### src/hw/rtl/cop_pkg.sv
`timescale 1ns / 1ps
package cop_pkg;
    localparam int COORD_BITS = 24;
    localparam int RAD_BITS   = COORD_BITS - 2;
    localparam int DIFF_BITS  = COORD_BITS + 1;
    localparam int SQ_BITS    = 2 * DIFF_BITS;
    localparam int ROOT_BITS  = DIFF_BITS;
    localparam int REM_BITS   = ROOT_BITS + 2;
    localparam int DEP_BITS   = RAD_BITS + 1;
    localparam int NUM_BITS   = DIFF_BITS + DEP_BITS + 1;
    localparam int QUO_BITS   = DEP_BITS + 1;
    localparam int RATE_BITS  = 16;
    localparam int RATE_FRAC  = 15;
    localparam int PROD_BITS  = QUO_BITS + RATE_BITS;
    localparam int MAG_BITS   = PROD_BITS + 1 - RATE_FRAC;
    localparam int Q_DEPTH    = 4;
    localparam int Q_AW       = $clog2(Q_DEPTH);
    localparam logic [RATE_BITS-1:0] RATE_RESET = 16'd32768;

    typedef struct packed {
        logic [DIFF_BITS-1:0] ax;
        logic [DIFF_BITS-1:0] ay;
        logic                 sx;
        logic                 sy;
        logic [ROOT_BITS-1:0] len;
        logic [DEP_BITS-1:0]  depth;
        logic                 ov;
    } t_job;

    typedef struct packed {
        logic [DIFF_BITS-1:0] ax;
        logic [DIFF_BITS-1:0] ay;
        logic                 sx;
        logic                 sy;
        logic [DEP_BITS-1:0]  rsum;
    } t_side;

    typedef struct packed {
        logic push;
        logic full;
    } t_qwr;

    typedef struct packed {
        logic pop;
        logic empty;
    } t_qrd;
endpackage

### src/hw/rtl/cop_fifo.sv
`timescale 1ns / 1ps
module cop_fifo import cop_pkg::*; (
    input  logic i_clk,
    input  logic i_rst_n,
    input  logic i_push,
    input  t_job i_data,
    input  logic i_pop,
    output t_qwr o_wr,
    output t_qrd o_rd,
    output t_job o_data
);
    t_job              r_mem [Q_DEPTH];
    logic [Q_AW-1:0]   r_wp;
    logic [Q_AW-1:0]   r_rp;
    logic [Q_AW:0]     r_cnt;
    logic              full;
    logic              empty;
    logic              do_push;
    logic              do_pop;

    assign full    = (r_cnt == (Q_AW+1)'(Q_DEPTH));
    assign empty   = (r_cnt == '0);
    assign do_push = i_push && !full;
    assign do_pop  = i_pop && !empty;

    always_ff @(posedge i_clk) begin
        if (!i_rst_n) begin
            r_wp  <= '0;
            r_rp  <= '0;
            r_cnt <= '0;
        end else begin
            if (do_push) r_wp <= r_wp + 1'b1;
            if (do_pop) r_rp <= r_rp + 1'b1;
            r_cnt <= r_cnt + (Q_AW+1)'(do_push) - (Q_AW+1)'(do_pop);
        end
    end

    always_ff @(posedge i_clk) begin
        if (do_push) r_mem[r_wp] <= i_data;
    end

    assign o_data     = r_mem[r_rp];
    assign o_wr.push  = do_push;
    assign o_wr.full  = full;
    assign o_rd.pop   = do_pop;
    assign o_rd.empty = empty;
endmodule

### config.mk
export PLATFORM = sky130hd
export DESIGN_NAME = cop_fifo
export DESIGN_NICKNAME = d
export VERILOG_FILES = /design/src/hw/rtl/cop_pkg.sv /design/src/hw/rtl/cop_fifo.sv
export SDC_FILE = /design/constraint.sdc
export NUM_CORES = 1
export LEC_CHECK = 0
export ABC_CLOCK_PERIOD_IN_PS = 3700
export BUFFER_PORTS_ARGS = -buffer_cell sky130_fd_sc_hd__buf_4
export CORE_UTILIZATION = 45
export DETAILED_ROUTE_END_ITERATION = 10
export PLACE_DENSITY = 0.68
export SETUP_SLACK_MARGIN = 0.4
export SLEW_MARGIN = 20
export SYNTH_ARGS = -nofsm -noshare
export SYNTH_HDL_FRONTEND = slang
export SYNTH_SLANG_ARGS = --single-unit
### constraint.sdc
create_clock -name i_clk -period 3.7 [get_ports i_clk]
set_input_delay 0.555 -clock i_clk [delete_from_list [all_inputs] [get_ports i_clk]]
set_output_delay 0.555 -clock i_clk [all_outputs]
set_load 0.01 [all_outputs]
# Word-level counts from Yosys, hierarchy flattened
# Memory sizes are Yosys's and may differ from the RTL's. A register that Yosys moved wholly into a read port is not among the register bits.
# Index checks and enable logic that the tools add are counted.
[word_totals]
reg_bits = 7
ramBits = 404
in_bits = 105
out_inout_bits = 105
mem_count = 1
[op_classes]
add_sub_neg = 4
n_eq_ne = 1
n_mux = 4
reduce_logical = 5
[memory_table]
columns = ["memory", "depth", "width", "read_ports", "rd_clocked_by_memory_dff", "write_ports", "line_no", "source"]
rows = [
  ["r_mem", 4, 101, 1, 1, 1, "cop_fifo.sv:12", "t_job r_mem [Q_DEPTH];"],
]
[op_table]
columns = ["cell", "n"]
rows = [
  ["adder 2 x 1 -> 2 bit, second input constant", 2],
  ["2-to-1 mux 2 bit", 2],
  ["adder 3 x 1 -> 3 bit", 1],
  ["== test 3 bit, second input constant", 1],
  ["zero test 3 bit", 1],
  ["subtractor 3 x 1 -> 3 bit", 1],
  ["logical AND 1 bit", 2],
  ["zero test 1 bit", 2],
  ["2-to-1 mux 1 bit", 2],
]

# Longest topological paths before layout
# Gate-level depths: netlist of the first run.
[depth]
word_depth = 5
depth_mapped = 11

# Worst setup path before layout of the first run
# OpenSTA, ideal clock, no wires.
[synth_path]
path_kind = "input to register"
from = "input port i_push"
to = "memory r_mem[0][0] in the netlist's numbering (enable)"
setup_time_ns = 0.472
t_arrival_ns = 3.191
path_slack_ns = 0.037
path_stages = 3
n_path_buf = 1
path_cell_list = "nor2b_1 > buf_2 > and2_1"
[synth_between]
elab_chain_cells = 3
[synth_rtl]
columns = ["item", "line_no", "source"]
rows = [
  ["start: declaration", "cop_fifo.sv:5", "input logic i_push,"],
  ["logical AND 1 bit", "cop_fifo.sv:23", "assign do_push = i_push && !full;"],
  ["net do_push", "cop_fifo.sv:18", "logic do_push;"],
  ["2-to-1 mux 1 bit", "cop_fifo.sv:39", "if (do_push) r_mem[r_wp] <= i_data;"],
  ["2-to-1 mux 1 bit (implied by the code)", "cop_fifo.sv:39", ""],
  ["end: declaration", "cop_fifo.sv:12", ""],
]
# The timed path passes the listed nets, and every way through them passes these cells.

==> reports/qor.csv, run 1 <==
stage;metric;value;unit
critical_path;arrival;2.36;ns
clocking;cts_setup_buffers;0;
clocking;numCtsBuffers;44;
timing;slew_viol_final;0;
yosys;synth-edff-count;404;
timing;hold_slack;0.216;ns
routing;routed_via_density;5.16;
timing;layout_setup_ws;0.781;ns
grt;grt-ovfl-total;0;
timing;maxSlewHeadroom;0.595;
timing;setup_viol;0;
routing;drc_errors;0;
critical_path;path_max_fanout;28;
hold_path;hold_depth;1;
clocking;clk_latency;0.54;ns
grt;grt_pass1_wl;41600;um
finish;final_common_cell;edfxtp_1;
clocking;cts-htree-levels;2;
floorplanning;core;32800;um2
critical_path;required;3.14;ns
floorplanning;pin_count;210;
critical_path;rr_worst_depth;10;
timing;hold_violations;0;
hold_path;worstHoldEndpoint;r_mem[1][44];
hold_path;hp-start;i_data[44];
finish;stdcell_area;18600;um2
grt;grt_max_degree;63;
timing;rsz0062_at_grt;no;
finish;multiInputGateArea;2550;um2
power;p_per_area;683;nW/um2
finish;fillers;2446;
critical_path;timing.rr.start;r_cnt[2];
yosys;synthCells;582;
critical_path;end_kind;primary output;
critical_path;start_kind;flip-flop;
power;pwr-share-clk;0.324;
finish;num_antenna_cells;0;
routing;first_iter_violations;504;
critical_path;critical_path_class;flip-flop to primary output;
routing;ant_nets;0;
grt;antenna_found_initial;0;
finish;syn2layout_area_growth;23.2;%
floorplanning;die_y;185;um
placed_design;dp_hpwl;16300;um
grt;grtUsageTotal;0.162;
routing;wirelength;27300;um
placed_design;place_ws;1.03;ns
power;p_comb_frac;0.214;
timing;fmax;343;MHz
timing;fin_crit_sh;0.789;
yosys;yosys_register_bits;413;
timing;tns;0;ns
floorplanning;start_util;0.460;
critical_path;reg2reg_to;r_cnt[2];
power;intPower;9.50;mW
routing;first_pass_iters;4;
yosys;seq_area_frac_synth;0.816;
placed_design;gp_congestion;0.661;
clocking;cts_tree;yes;
floorplanning;die_w;185;um
placed_design;dpl-instance-area;17200;um2
power;p_sw_frac;0.252;
routing;routed-via-count;6721;
finish;drive_above_1_share;0.462;
clocking;cts.repair.resized;0;
critical_path;ff2ff_setup_slack;1.11;ns
yosys;synthArstFlopShare;0;
yosys;yosysWarnings;0;
clocking;clk_pin_slew;0.06;ns
placed_design;portBuffers;209;
power;p_switching;3.20;mW
floorplanning;row_count;66;
clocking;clockBufferDepth;3;
yosys;synth.net_count;694;
routing;drt-wirelength-per-cell;21.0;um
timing;finalCriticalPeriod;2.92;ns
yosys;synth.distinct_cells;21;
clocking;cts_root_buf;clkbuf_16;
power;p_seq_frac;0.462;
clocking;cts.sinks;413;
power;peakVddDrop;587;uV
yosys;syn_area_per_cell;25.9;um2
finish;nNetsFinal;938;
hold_path;min_path_type;input pin to flip-flop;
yosys;synthFlopType;edfxtp_1;
timing;worstMarginPinSlew;0.607;ns
finish;regArea;12300;um2
finish;layout_common_cells;edfxtp_1 (404), buf_4 (220), mux4_2 (101);
floorplanning;dieArea;34300;um2
clocking;hold_buffers;0;
timing;clock_skew;0.0107;ns
power;p_leak;6.23;nW
flow_run;max_cap_viol_count;0;
status;status;completed;
grt;first_global_vias;7330;
yosys;synth_area;15100;um2
-- registers in the layout, indices dropped and copies added, names as in the netlist, named ones only --
register	count
r_rp	2
r_mem	404
r_cnt	3
r_wp	2
-- layer usage --
layer  GRT usage  wire length [um]  vias up  part of all wire
li1            -                 -     2984                 -
met1       0.207             11200     3518              0.41
met2       0.274             13900      187              0.51
met3      0.0444              1790       32             0.066
met4      0.0436               412        0             0.015
met5           0                 0        -                 0
-- final cells by class --
| cell class | instances | share of cell area |
|---|---|---|
| Timing Repair Buffer | 226 | 0.0953 |
| Multi-Input combinational cell | 135 | 0.137 |
| Tap cell | 442 | 0.0297 |
| Inverter | 6 | 0.00121 |
| Clock inverter | 26 | 0.0118 |
| Clock buffer | 55 | 0.0620 |
| Sequential cell | 413 | 0.663 |
-- critical path: stages (launching register included) --
cell,delay [ns]
dfxtp_4,0.72
buf_4,0.35
mux4_2,0.57
buf_4,0.17
-- cells by family after synthesis --
family	Yosys count	share of synthesized area
DFF	413	0.816
muxes	103	0.152
buffers and inverters	34	0.0154
and+or+nand+nor	19	0.00755
adders and majority gates	7	0.00630
AOI/OAI and AO/OA	4	0.00149
xor gates and xnor gates	2	0.00116
-- through the flow --
| step | utilization | instances | power [mW] |
|---|---|---|---|
| after global placement | 0.525 | 1222 | 8.72 |
| after global routing | 0.567 | 1303 | 13.3 |
| after CTS | 0.567 | 1303 | 12.9 |
| after floorplan | - | 582 | 7.53 |
| after detailed placement | 0.525 | 1222 | 8.75 |
| final | 0.567 | 1303 | 12.7 |
-- worst max-delay path by stage --
stage	startpoint	to	slack [ns]	cells past startpoint
2_1_floorplan	i_push	r_mem[0][0]	1.16	3
5_1_grt	flip-flop	o_data[17]	0.60	3
6_report	flip-flop	o_data[73]	0.78	3
4_1_cts	flip-flop	o_data[73]	0.69	3
3_3_place_gp	i_push	r_cnt[2]	1.08	10
3_5_place_dp	i_push	r_cnt[2]	1.03	10
-- synthesized netlist by cell type, types with 2 or more instances --
library cell	n	area share
o21ai_0	3	0.00099
mux2i_1	2	0.0013
buf_2	12	0.0040
edfxtp_1	404	0.80
ha_1	6	0.0050
buf_4	4	0.0020
inv_1	6	0.0015
and2_1	7	0.0029
clkbuf_1	2	0.00050
nor2b_1	2	0.00083
buf_6	10	0.0075
mux4_2	101	0.15
dfxtp_1	9	0.012
xnor2_1	2	0.0012
nand2_1	6	0.0015
-- power groups by stage --
stage | combinational, mW | clock, mW | sequential (mW)
2_1_floorplan | 1.68 | 0 | 5.86
3_3_place_gp | 2.77 | 0 | 5.95
3_5_place_dp | 2.78 | 0 | 5.98
4_1_cts | 2.79 | 4.24 | 5.88
5_1_grt | 2.93 | 4.41 | 5.92
6_report | 2.72 | 4.12 | 5.87
No activity file was read; power rests on OpenSTA's default activity.
==> run 2, diff against run 1 <==
--- a/config.mk
+++ b/config.mk
@@ -5,7 +5,7 @@
 export SDC_FILE = /design/constraint.sdc
 export NUM_CORES = 1
 export LEC_CHECK = 0
-export ABC_CLOCK_PERIOD_IN_PS = 3700
+export ABC_CLOCK_PERIOD_IN_PS = 2650
 export BUFFER_PORTS_ARGS = -buffer_cell sky130_fd_sc_hd__buf_4
 export CORE_UTILIZATION = 45
 export DETAILED_ROUTE_END_ITERATION = 10
==> constraint.sdc (replaced) <==
create_clock -name i_clk -period 2.65 [get_ports i_clk]
set_input_delay 0.3975 -clock i_clk [delete_from_list [all_inputs] [get_ports i_clk]]
set_output_delay 0.3975 -clock i_clk [all_outputs]
set_load 0.01 [all_outputs]
==> run 2 against run 1 <==
Against the previous run: non-clock buffer count up 17; sequential share of layout area fell by 2.1 points; routed wire length up 4.5%; count of clock-buffer cells in the layout grew 3; clock skew rose by 0.0055 ns; flip-flop and latch count unchanged; global-route usage rose by 0.65 points; register-to-register slack lost 0.62 ns.
==> reports/qor.csv, run 2 (synthesis results as in run 1) <==
stage;metric;value;unit;change
status;status;completed;;unchanged
finish;reg_top3;r_mem x404, r_cnt x3;;unchanged
critical_path;rr_worst_depth;10;;unchanged
critical_path;end_kind;primary output;;unchanged
timing;fin_crit_sh;0.895;;
critical_path;path_max_fanout;7;;was 28
floorplanning;die_w;185;um;unchanged
finish;regArea;12300;um2;unchanged
routing;ant_nets;0;;unchanged
critical_path;critical_path_class;flip-flop to primary output;;unchanged
critical_path;crit_top_cell;buf_12;;was buf_4
clocking;clk_latency;0.52;ns;was 0.54 ns
finish;final_common_cell;edfxtp_1;;unchanged
critical_path;crit_slowest_cell;mux4_2;;was dfxtp_4
placed_design;gp_congestion;0.679;;was 0.661
routing;routed_via_density;5.17;;was 5.16
floorplanning;pin_count;210;;unchanged
finish;stdcell_count;1314;;was 1303
routing;first_iter_violations;470;;was 504
floorplanning;row_count;66;;unchanged
timing;finalCriticalPeriod;2.37;ns;
routing;drc_errors;0;;unchanged
grt;grtUsageTotal;0.169;;was 0.162
finish;top_register;r_mem;;unchanged
routing;routed-via-count;6799;;was 6721
placed_design;dp_hpwl;15600;um;was 16300 um
clocking;cts_root_buf;clkbuf_16;;unchanged
grt;grt_max_degree;59;;was 63
timing;worstMarginPinSlew;0.382;ns;was 0.607 ns
placed_design;portBuffers;209;;unchanged
timing;fmax;421;MHz;
grt;antenna_found_initial;1;;was 0
critical_path;critPathTopFamily;buffers and inverters;;was flip-flops
finish;drive_above_1_share;0.466;;was 0.462
grt;first_global_vias;7152;;was 7330
finish;layout_common_cells;edfxtp_1 (404), buf_4 (169), mux4_2 (101);;was edfxtp_1 (404), buf_4 (220), mux4_2 (101)
clocking;cts.sinks;413;;unchanged
timing;clock_skew;0.0161;ns;was 0.0107 ns
critical_path;path_cells;buf_12 > buf_12 > buf_16 > mux4_2 > buf_6;;was buf_4 > mux4_2 > buf_4
routing;first_pass_iters;4;;unchanged
finish;num_antenna_cells;0;;unchanged
timing;slew_viol_final;0;;unchanged
timing;layout_setup_ws;0.277;ns;was 0.781 ns
finish;syn2layout_area_growth;27.4;%;was 23.2%
critical_path;critPathBufInv;4;;was 2
power;p_per_area;961;nW/um2;was 683 nW/um2
clocking;cts-htree-levels;2;;unchanged
floorplanning;die_y;185;um;unchanged
routing;wirelength;28500;um;was 27300 um
power;peakVddDrop;557;uV;was 587 uV
finish;fillers;2375;;was 2446
critical_path;reg2reg_to;r_cnt[2];;unchanged
finish;multiInputGateArea;2570;um2;was 2550 um2
critical_path;timing.rr.start;r_cnt[2];;unchanged
clocking;numCtsBuffers;42;;was 44
critical_path;ff2ff_setup_slack;0.49;ns;was 1.11 ns
hold_path;min_path_type;input pin to flip-flop;;unchanged
floorplanning;start_util;0.460;;unchanged
grt;grt_pass1_wl;42500;um;was 41600 um
critical_path;path_depth;5;;was 3
clocking;cts_tree;yes;;unchanged
finish;largest_register_ffs;404;;unchanged
critical_path;start_kind;flip-flop;;unchanged
finish;nNetsFinal;953;;was 938
floorplanning;dieArea;34300;um2;unchanged
clocking;clk_pin_slew;0.06;ns;about the same
critical_path;required;2.25;ns;was 3.14 ns
critical_path;max_stage_delay;0.51;ns;was 0.72 ns
timing;setup_viol;0;;unchanged
clocking;clockBufferDepth;3;;unchanged
flow_run;max_cap_viol_count;0;;unchanged
timing;tns;0;ns;unchanged
critical_path;cp-endpoint;o_data[5];;was o_data[73]
power;p_leak;6.46;nW;was 6.23 nW
placed_design;place_inst;1221;;was 1222
finish;fin_util;0.586;;was 0.567
timing;maxSlewHeadroom;0.745;;was 0.595
timing;rsz0062_at_grt;yes;;was no
critical_path;arrival;1.98;ns;was 2.36 ns
placed_design;place_ws;0.441;ns;was 1.03 ns
grt;grt-ovfl-total;0;;unchanged
floorplanning;core;32800;um2;unchanged
timing;hold_violations;0;;unchanged
routing;drt-wirelength-per-cell;21.7;um;was 21.0 um
[run 2: changes by cell type in the layout (fill, tap and decap cells not counted), moves of 2 or more]
| cell | before | now |
|---|---|---|
| clkbuf_1 | 10 | 13 |
| buf_6 | 0 | 44 |
| buf_4 | 220 | 169 |
| clkinv_4 | 2 | 0 |
| clkinv_1 | 7 | 9 |
| buf_12 | 6 | 18 |
| clkinvlp_4 | 3 | 1 |
| clkinv_2 | 8 | 5 |
| clkbuf_16 | 44 | 46 |
| inv_6 | 2 | 0 |
| buf_16 | 0 | 11 |
[run 2: worst min path at each step]
stage                   endpoint  slack (ns)  cells after the start       start
floorplan              flip-flop        0.46                      2     r_rp[0]
global placement         r_wp[0]        0.48                      2     r_wp[0]
detailed placement       r_wp[1]        0.50                      2     r_wp[1]
CTS                 r_mem[1][72]        0.05                      1  i_data[72]
global route        r_mem[0][92]        0.05                      1  i_data[92]
finish              r_mem[2][83]        0.08                      1  i_data[83]
[run 2: area by class of cell]
| cell class | instances | share of cell area |
|---|---|---|
| timing repair buffer | 243 | 0.128 |
| multi-input combinational | 135 | 0.134 |
| clock inverter | 17 | 0.00658 |
| clock buffer | 58 | 0.0611 |
| inverter | 6 | 0.00117 |
| sequential | 413 | 0.641 |
| tap | 442 | 0.0288 |
[run 2: power by group]
part | internal [mW] | switching (mW) | leakage (nW)
combinational | 2.72 | 2.12 | 2.05
sequential | 7.92 | 0.164 | 3.78
clock | 3.28 | 2.26 | 0.632
total | 13.9 | 4.55 | 6.46
[run 2: what timing repair did]
action | CTS | global route
gates resized for setup | 46 | 18
hold buffers | 0 | 0
setup endpoints to repair | 101 | 102
gates cloned | 9 | 1
buffers inserted | 6 | 2
pin swaps | 0 | 1
[run 2: layer usage]
layer  global-route usage  part of all wire  vias up
met3               0.0366             0.060       42
li1                     -                 -     3014
met4               0.0423             0.018        2
met5                    0           0.00060        -
met2                0.271              0.48      189
met1                0.237              0.44     3552
[run 2: per-stage QoR]
| step | hold WS, ns | total power, mW | cell area [um2] |
|---|---|---|---|
| floorplan | 0.461 | 10.5 | 15100 |
| global placement | 0.485 | 12.2 | 17300 |
| detailed placement | 0.501 | 12.3 | 17300 |
| CTS | 0.0492 | 18.6 | 19100 |
| global route | 0.0511 | 19.2 | 19200 |
| finish | 0.0750 | 18.5 | 19200 |
